==> config.mk <==
export PLATFORM = sky130hd
export DESIGN_NAME = low_band_energy_beat_detector_core
export DESIGN_NICKNAME = d
export VERILOG_FILES = /design/src/rtl/lbed_pkg.sv /design/src/rtl/low_band_energy_beat_detector_core.sv /design/src/rtl/lbed_divsqrt.sv
export VERILOG_INCLUDE_DIRS = /design/src /design/src/rtl
export SDC_FILE = /design/constraint.sdc
export NUM_CORES = 2
export LEC_CHECK = 0
export BUFFER_PORTS_ARGS = -buffer_cell sky130_fd_sc_hd__buf_2
export CAP_MARGIN = 0
export CORE_UTILIZATION = 45
export DETAILED_ROUTE_END_ITERATION = 10
export GPL_TIMING_DRIVEN = 1
export PLACE_DENSITY_LB_ADDON = 0.15
export SYNTH_ARGS = -nofsm -noshare
export SYNTH_HDL_FRONTEND = slang
export SYNTH_SLANG_ARGS = --single-unit
==> constraint.sdc <==
create_clock -name clk -period 14.2 [get_ports clk]
set_input_delay 0.71 -clock clk [delete_from_list [all_inputs] [get_ports clk]]
set_output_delay 0.71 -clock clk [all_outputs]
set_load 0.03 [all_outputs]
==> src/rtl/low_band_energy_beat_detector_core_defines.svh <==
// Assertion macros shared by the beat detector RTL.
`ifndef LOW_BAND_ENERGY_BEAT_DETECTOR_CORE_DEFINES_SVH
`define LOW_BAND_ENERGY_BEAT_DETECTOR_CORE_DEFINES_SVH

// Same-cycle implication, checked outside reset.
`define LBED_ASSERT_IMP(lbl, clk, rst_n, ante, cons) \
lbl: assert property (@(posedge clk) disable iff (!rst_n) (ante) |-> (cons)) \
	else $error("beat detector assertion failed");

// Next-cycle implication, checked outside reset.
`define LBED_ASSERT_NXT(lbl, clk, rst_n, ante, cons) \
lbl: assert property (@(posedge clk) disable iff (!rst_n) (ante) |=> (cons)) \
	else $error("beat detector assertion failed");

`endif

==> src/rtl/lbed_pkg.sv <==
// Package with widths, register codes and interface types of the beat detector.
`timescale 1ns / 1ps
package lbed_pkg;

	localparam int STRIDE     = 16;
	localparam int MAX_GROUPS = 4096;

	localparam int SAMPLE_W = 16;
	localparam int TIME_W   = 48;
	localparam int LEVEL_W  = 20;
	localparam int IVL_W    = 16;
	localparam int CFG_W    = 20;
	localparam int CFG_IDX_W = 1;

	localparam int FILL_W = $clog2(STRIDE);
	localparam int SUM_W  = SAMPLE_W + FILL_W;
	localparam int CNT_W  = $clog2(MAX_GROUPS + 1);
	localparam int PROD_W = 2 * SUM_W - 1;
	localparam int ACC_W  = PROD_W + CNT_W - 1;
	localparam int SQ_W   = ACC_W + (ACC_W % 2);
	localparam int ROOT_W = SQ_W / 2;
	localparam int REM_W  = ROOT_W + 2;
	localparam int SUB_W  = (REM_W > CNT_W + 1) ? REM_W : CNT_W + 1;
	localparam int STEP_W = $clog2(SQ_W + 1);

	localparam logic [CFG_IDX_W-1:0] REG_RISE_THRESHOLD = 1'b0;
	localparam logic [CFG_IDX_W-1:0] REG_MIN_INTERVAL   = 1'b1;

	typedef struct packed {
		logic             start;
		logic [ACC_W-1:0] dividend;
		logic [CNT_W-1:0] divisor;
	} ds_req_t;

	typedef struct packed {
		logic              done;
		logic [ROOT_W-1:0] root;
	} ds_rsp_t;

endpackage

==> src/rtl/low_band_energy_beat_detector_core.sv <==
// Top level of the low-band energy beat detector.
`timescale 1ns / 1ps
// Low-band energy beat detector. Signed 16-bit samples of one buffer stream in; every run
// of STRIDE samples is summed, the squares of those sums are accumulated, and a trailing
// partial run is dropped. The sample marked tlast ends the buffer: the block then emits one
// transaction with level = floor(sqrt(acc / groups)), a level_valid flag (low when the
// buffer held no full group) and a beat flag. The first valid level only primes the
// previous level; afterwards a beat fires when the level rises by more than rise_threshold
// and more than the minimum beat interval in ms has passed since the last beat (48-bit
// wrapping time). Groups beyond MAX_GROUPS are ignored until the buffer ends. A sample that
// does not close a group leaves the block ready for another; one that closes a group is
// accepted, squared and accumulated before the next sample is taken. A buffer end runs the
// shared compare-subtract unit through 52 division steps and then 26 root steps; a buffer
// with no full group skips both. The result waits in an output register, so the next
// buffer's samples are taken while it is pending; the block stalls only if a second result
// is ready before the first is taken.
`include "low_band_energy_beat_detector_core_defines.svh"
module low_band_energy_beat_detector_core
	import lbed_pkg::*;
(
	input  logic                 clk,
	input  logic                 arst_n,
	// configuration write port
	input  logic                 cfg_we,
	input  logic [CFG_IDX_W-1:0] cfg_index,
	input  logic [CFG_W-1:0]     cfg_wdata,
	// sample stream
	input  logic                 s_tvalid,
	output logic                 s_tready,
	input  logic [63:0]          s_tdata,   // [15:0] sample, [63:16] time_ms
	input  logic                 s_tlast,   // buffer_end
	// result stream
	output logic                 m_tvalid,
	input  logic                 m_tready,
	output logic [23:0]          m_tdata,   // [0] beat, [20:1] level, [23:21] zero
	output logic                 m_tuser    // [0] level_valid
);

	typedef enum logic [5:0] {
		ST_IDLE   = 6'b000001,
		ST_MUL    = 6'b000010,
		ST_ACC    = 6'b000100,
		ST_FINISH = 6'b001000,
		ST_ROOT   = 6'b010000,
		ST_DECIDE = 6'b100000
	} state_t;

	state_t state_q;

	// configuration
	logic [LEVEL_W-1:0] thr_q;
	logic [IVL_W-1:0]   min_ivl_q;

	// buffer accumulation
	logic signed [SUM_W-1:0] group_sum_q;
	logic [FILL_W-1:0]       fill_q;
	logic [ACC_W-1:0]        acc_q;
	logic [CNT_W-1:0]        count_q;

	// beat history
	logic [LEVEL_W-1:0] prev_q;
	logic               have_prev_q;
	logic [TIME_W-1:0]  last_beat_q;

	// per-item payload
	logic [SUM_W-1:0]   mag_q;
	logic [PROD_W-1:0]  prod_q;
	logic               last_q;
	logic [TIME_W-1:0]  time_q;
	logic [LEVEL_W-1:0] level_res_q;
	logic               valid_res_q;

	// output register
	logic               m_tvalid_q;
	logic               beat_out_q;
	logic [LEVEL_W-1:0] level_out_q;
	logic               valid_out_q;

	ds_req_t ds_req;
	ds_rsp_t ds_rsp;

	logic signed [SAMPLE_W-1:0] in_sample;
	logic [TIME_W-1:0]          in_time;
	logic                       accept;
	logic                       take_sample;
	logic                       group_full;
	logic signed [SUM_W-1:0]    new_sum;
	logic [2*SUM_W-1:0]         square;
	logic                       out_free;
	logic                       rise;
	logic [TIME_W-1:0]          elapsed;
	logic                       beat_c;

	assign in_sample = s_tdata[15:0];
	assign in_time   = s_tdata[63:16];

	assign s_tready    = (state_q == ST_IDLE);
	assign accept      = s_tvalid && s_tready;
	assign take_sample = (count_q < CNT_W'(MAX_GROUPS));
	assign group_full  = (fill_q == FILL_W'(STRIDE - 1));
	assign new_sum     = group_sum_q + SUM_W'(in_sample);
	assign square      = mag_q * mag_q;
	assign out_free    = !m_tvalid_q || m_tready;

	// a falling level never counts as a rise
	assign rise    = (level_res_q > prev_q) && ((level_res_q - prev_q) > thr_q);
	assign elapsed = time_q - last_beat_q;
	assign beat_c  = valid_res_q && have_prev_q && rise && (elapsed > TIME_W'(min_ivl_q));

	assign ds_req.start    = (state_q == ST_FINISH) && (count_q != '0);
	assign ds_req.dividend = acc_q;
	assign ds_req.divisor  = count_q;

	lbed_divsqrt u_divsqrt (
		.clk    (clk),
		.arst_n (arst_n),
		.req    (ds_req),
		.rsp    (ds_rsp)
	);

	// configuration registers
	always_ff @(posedge clk or negedge arst_n) begin
		if (!arst_n) begin
			thr_q     <= '0;
			min_ivl_q <= '0;
		end else if (cfg_we) begin
			unique case (cfg_index)
				REG_RISE_THRESHOLD: thr_q     <= cfg_wdata[LEVEL_W-1:0];
				REG_MIN_INTERVAL:   min_ivl_q <= cfg_wdata[IVL_W-1:0];
				default:            thr_q     <= thr_q;
			endcase
		end
	end

	// sequencer and buffer state
	always_ff @(posedge clk or negedge arst_n) begin
		if (!arst_n) begin
			state_q     <= ST_IDLE;
			group_sum_q <= '0;
			fill_q      <= '0;
			acc_q       <= '0;
			count_q     <= '0;
			prev_q      <= '0;
			have_prev_q <= 1'b0;
			last_beat_q <= '0;
			m_tvalid_q  <= 1'b0;
		end else begin
			// load a new result, or drop the one just taken
			if (state_q == ST_DECIDE && out_free) begin
				m_tvalid_q <= 1'b1;
			end else if (m_tready) begin
				m_tvalid_q <= 1'b0;
			end
			unique case (state_q)
				ST_IDLE: begin
					if (accept) begin
						if (take_sample && group_full) begin
							group_sum_q <= '0;
							fill_q      <= '0;
							state_q     <= ST_MUL;
						end else begin
							if (take_sample) begin
								group_sum_q <= new_sum;
								fill_q      <= fill_q + FILL_W'(1);
							end
							state_q <= s_tlast ? ST_FINISH : ST_IDLE;
						end
					end
				end
				ST_MUL: state_q <= ST_ACC;
				ST_ACC: begin
					acc_q   <= acc_q + ACC_W'(prod_q);
					count_q <= count_q + CNT_W'(1);
					state_q <= last_q ? ST_FINISH : ST_IDLE;
				end
				ST_FINISH: state_q <= (count_q != '0) ? ST_ROOT : ST_DECIDE;
				ST_ROOT: begin
					if (ds_rsp.done) begin
						state_q <= ST_DECIDE;
					end
				end
				ST_DECIDE: begin
					// hold until the output register can take the result
					if (out_free) begin
						if (valid_res_q) begin
							prev_q      <= level_res_q;
							have_prev_q <= 1'b1;
						end
						if (beat_c) begin
							last_beat_q <= time_q;
						end
						group_sum_q <= '0;
						fill_q      <= '0;
						acc_q       <= '0;
						count_q     <= '0;
						state_q     <= ST_IDLE;
					end
				end
				default: state_q <= ST_IDLE;
			endcase
		end
	end

	// payload registers
	always_ff @(posedge clk) begin
		if (accept) begin
			last_q <= s_tlast;
			time_q <= in_time;
			// magnitude of the closed group; the most negative sum maps to 2^(SUM_W-1)
			mag_q  <= new_sum[SUM_W-1] ? (~new_sum + SUM_W'(1)) : new_sum;
		end
		if (state_q == ST_MUL) begin
			prod_q <= square[PROD_W-1:0];
		end
		if (state_q == ST_FINISH) begin
			level_res_q <= '0;
			valid_res_q <= 1'b0;
		end
		if (state_q == ST_ROOT && ds_rsp.done) begin
			level_res_q <= ds_rsp.root[LEVEL_W-1:0];
			valid_res_q <= 1'b1;
		end
		if (state_q == ST_DECIDE && out_free) begin
			beat_out_q  <= beat_c;
			level_out_q <= level_res_q;
			valid_out_q <= valid_res_q;
		end
	end

	assign m_tvalid = m_tvalid_q;
	assign m_tdata  = {3'b000, level_out_q, beat_out_q};
	assign m_tuser  = valid_out_q;

	`LBED_ASSERT_IMP(a_count_bound, clk, arst_n, 1'b1, count_q <= CNT_W'(MAX_GROUPS))
	`LBED_ASSERT_IMP(a_root_needs_groups, clk, arst_n, state_q == ST_ROOT, count_q != '0)
	`LBED_ASSERT_IMP(a_done_in_root, clk, arst_n, ds_rsp.done, state_q == ST_ROOT)
	`LBED_ASSERT_IMP(a_beat_needs_level, clk, arst_n, m_tvalid_q, !beat_out_q || valid_out_q)
	`LBED_ASSERT_NXT(a_stall_holds_result, clk, arst_n,
		state_q == ST_DECIDE && m_tvalid_q && !m_tready, state_q == ST_DECIDE)

endmodule

==> src/rtl/lbed_divsqrt.sv <==
// Iterative unit: restoring division followed by a digit-by-digit square root.
`timescale 1ns / 1ps
module lbed_divsqrt
	import lbed_pkg::*;
(
	input  logic    clk,
	input  logic    arst_n,
	input  ds_req_t req,
	output ds_rsp_t rsp
);

	typedef enum logic [3:0] {
		PH_IDLE = 4'b0001,
		PH_DIV  = 4'b0010,
		PH_SQRT = 4'b0100,
		PH_DONE = 4'b1000
	} phase_t;

	phase_t             phase_q;
	logic [STEP_W-1:0]  step_q;
	logic [SQ_W-1:0]    num_q;
	logic [SUB_W-1:0]   rem_q;
	logic [ROOT_W-1:0]  root_q;
	logic [CNT_W-1:0]   divisor_q;

	// one compare-subtract serves both the division and the root
	logic [SUB_W-1:0] op_a;
	logic [SUB_W-1:0] op_b;
	logic [SUB_W:0]   diff;
	logic             ge;

	always_comb begin
		if (phase_q == PH_SQRT) begin
			op_a = SUB_W'({rem_q[REM_W-3:0], num_q[SQ_W-1 -: 2]});
			op_b = SUB_W'({root_q, 2'b01});
		end else begin
			op_a = SUB_W'({rem_q[CNT_W-1:0], num_q[SQ_W-1]});
			op_b = SUB_W'(divisor_q);
		end
		diff = {1'b0, op_a} - {1'b0, op_b};
		ge   = ~diff[SUB_W];
	end

	always_ff @(posedge clk or negedge arst_n) begin
		if (!arst_n) begin
			phase_q <= PH_IDLE;
			step_q  <= '0;
		end else begin
			unique case (phase_q)
				PH_IDLE: begin
					if (req.start) begin
						phase_q <= PH_DIV;
						step_q  <= '0;
					end
				end
				PH_DIV: begin
					if (step_q == STEP_W'(SQ_W - 1)) begin
						phase_q <= PH_SQRT;
						step_q  <= '0;
					end else begin
						step_q <= step_q + STEP_W'(1);
					end
				end
				PH_SQRT: begin
					if (step_q == STEP_W'(ROOT_W - 1)) begin
						phase_q <= PH_DONE;
					end else begin
						step_q <= step_q + STEP_W'(1);
					end
				end
				PH_DONE: phase_q <= PH_IDLE;
				default: phase_q <= PH_IDLE;
			endcase
		end
	end

	always_ff @(posedge clk) begin
		unique case (phase_q)
			PH_IDLE: begin
				num_q     <= SQ_W'(req.dividend);
				divisor_q <= req.divisor;
				rem_q     <= '0;
				root_q    <= '0;
			end
			PH_DIV: begin
				// quotient bits shift in where dividend bits shift out
				num_q <= {num_q[SQ_W-2:0], ge};
				if (step_q == STEP_W'(SQ_W - 1)) begin
					rem_q <= '0;
				end else begin
					rem_q <= ge ? diff[SUB_W-1:0] : op_a;
				end
			end
			PH_SQRT: begin
				num_q  <= {num_q[SQ_W-3:0], 2'b00};
				rem_q  <= ge ? diff[SUB_W-1:0] : op_a;
				root_q <= {root_q[ROOT_W-2:0], ge};
			end
			default: begin
				num_q <= num_q;
			end
		endcase
	end

	assign rsp.done = (phase_q == PH_DONE);
	assign rsp.root = root_q;

endmodule

==> results.md <==
- Layout cells sized above 1: 8.490%
- Chip height: slightly below 300 µm
- CTS resizes: 0
- Top-Level Pins: about 120
- Commonest non-fill, non-tap cells in the layout: inv_1, nand2_1, ha_1
- Nets: about 4.8k
- Crit end category: flop
- Mapped cell area: around 39000 µm²
- TritonRoute pass-1 iters: 5
- Worst setup path class: flop to flop
- Maximum clock frequency: between 100 and 150 MHz
- Detailed Route Iter0 Violations: ~1.6k
- Run status: completed
- Grt ovf: 0
- Final ANT Viol Nets: 0
- Setup TNS: 0 ps
- Crit-path slowest cell: edfxtp_1
- RSZ-0062 raised after global routing: no
- Clock buffer depth: 3
- Arrival time at the worst endpoint: 9040 ps
- Final HPWL DP: about 66 mm
- Post-CTS Setup Inserts: 0
- Post-DR wirelength/cell: 16.77 µm
- Global-route wire length before repair: ~150 mm
- Pin count of the biggest net entering global routing: 147
- Final Hold Vio Count: 0
- Gr usage total: 20.37%
- Hold buffer count at CTS: 0
- Antenna violations before repair: 2
- Hold Path Class: primary input to async pin
- Final clock period utilization by the worst path: just over 60%
- Slew margin rel.: between 20% and 30%
- Post-synth EDFFs: between 200 and 300
- Minimum clock period: 8708 ps
- Synth-to-Final Area Change: 9.075%
- Clk slew on worst S/H paths: 60 ps
- Cells on worst reg2reg path: 27
- Mean post-synth cell area: just under 10 µm²
- Drt drc: 0
- Ys flop type: edfxtp_1
- Pins Over Slew Limit: 0
- Htree depth: 2
- Netlist cell types: 87
- Ant. Diodes: 0
- Core box area: roughly 86000 µm²
- Vias in the first global route: 28.29k
- CTS tree: done
- CP startpoint kind: flop
- Seq/Total Area, Yosys: between 30% and 40%
- Fill cells: about 8.0k
- Slew @ Worst Pin: roughly 1100 ps
- Worst Path Required: 14530 ps
- Port Buffers: about 110
- #FFs+latches synth: roughly 480
- # Max-Cap Violations: 0
- Count of non-filler cells in the finished layout: around 5.2k
- DIE AREA: roughly 88000 µm²
- Post-synth ARST share: 44.03%
- CP max FO: 21
- Skew final: approximately 59 ps
- Finish-stage setup viols: 0
- Initial core utilization: 45.68%
- Synth Warn #: 0
- Vias: between 20k and 30k
- Drt total wl: around 90 mm
- Slowest stage delay, CP: 970 ps
- Final GP Congestion: ~0.86
- Total CTS buffers: 54
- Root buffer cell: clkbuf_16
- Placed insts: just over 5k
- CTS sink count: roughly 480
- Worst skew pair latency: ~640 ps
- Via density per instance: ~5.3
- # rows: approximately 110
- Cells after Synth: about 4.0k
- DIE WIDTH: between 200 and 300 µm
- Hold WS: around 32 ps
- Most common cell after layout, fill and taps aside: inv_1
==> cells by family (layout without fill, tap and decap cells) <==
kind of cell	after synthesis	in the layout	synth area share [%]
buf+inv	683	789	6.738
compound gates	768	768	12.61
other cells	1	3	0.009580
mux	94	94	2.877
simple gates	1146	1146	14.02
xor+xnor	194	194	4.341
fa+ha+maj	628	628	25.52
flops	477	477	33.89
==> path summary, 6_finish.rpt <==
check	from	end	slack, ps
max in group asynchronous	arst_n	acc_q[31]	12820
min in group clk	s_tdata[52]	time_q[36]	260
setup / recovery	mag_q[8]	prod_q[38]	5490
hold reg to reg	have_prev_q	have_prev_q	470
hold / removal	arst_n	last_beat_q[27]	30
setup reg to reg	mag_q[8]	prod_q[38]	5490
==> per-layer routing <==
| layer | track usage [%] | vias to the layer above | share of wire (%) |
|---|---|---|---|
| met5 | 0 | - | 0.028 |
| met4 | 4.467 | 4 | 2.0 |
| met3 | 2.304 | 105 | 3.5 |
| met2 | 35.34 | 465 | 49 |
| met1 | 27.30 | 13630 | 45 |
| li1 | - | 13710 | - |
==> worst max-delay path, delay by kind of cell, from the launching register on <==
family	cells	cell delay, ps
flops	1	970
fa+ha+maj	8	3970
xor+xnor	1	80
compound gates	9	2780
simple gates	2	260
buf+inv	7	390
==> Yosys cell counts, drive strengths merged, types with 23 or more instances <==
cell type	instances	area, µm²
xnor2	112	980.9
o21a	36	270.3
clkbuf	118	442.9
nand2b	37	231.5
a21o	68	510.5
and3	25	156.4
and2	151	944.7
nand2	481	1805
a22oi	51	382.9
fa	284	5685
nor3	37	185.2
xor2	82	718.2
o21bai	25	191.4
a211oi	23	177.7
nor2	172	645.6
o21ai	191	955.9
nand3	77	385.4
edfxtp	266	7988
o31ai	25	187.7
mux2	88	1066
nor2b	29	181.4
inv	546	2049
or3	23	143.9
a21oi	200	1001
nand4	41	256.5
dfrtp	208	5205
ha	344	4304
==> stage by stage <==
| stage | area (µm²) | utilization, % | worst slack, ps |
|---|---|---|---|
| 2_1_floorplan | 39150 | - | 6551 |
| 3_3_place_gp | 40830 | 47.66 | 5803 |
| 3_5_place_dp | 40830 | 47.66 | 5646 |
| 4_1_cts | 42700 | 49.83 | 5625 |
| 5_1_grt | 42700 | 49.83 | 4934 |
| 6_report | 42700 | 49.83 | 5492 |
==> registers in the layout, indices dropped and copies added (netlist names), 13 cells and up <==
signal and cells:
acc_q 51, u_divsqrt.rem_q 26, prod_q 38, u_divsqrt.root_q 26, min_ivl_q 16, level_out_q 20
thr_q 20, mag_q 20, count_q 13, u_divsqrt.divisor_q 13, group_sum_q 20, prev_q 20
u_divsqrt.num_q 52, last_beat_q 48, time_q 48, level_res_q 20
==> layout make-up <==
cell class                 count  area, µm²  area share (%)
clock buffer                  75       1500           3.514
clock inverter                27      362.8          0.8498
inverter                     547       2053           4.809
multi-input combinational   2833      23290           54.56
sequential                   477      13270           31.07
tap                         1144       1431           3.352
timing repair buffer         140      788.3           1.846
Power is not shown: default switching activity piles up to over one toggle a cycle in this logic, so the estimate is an artifact.
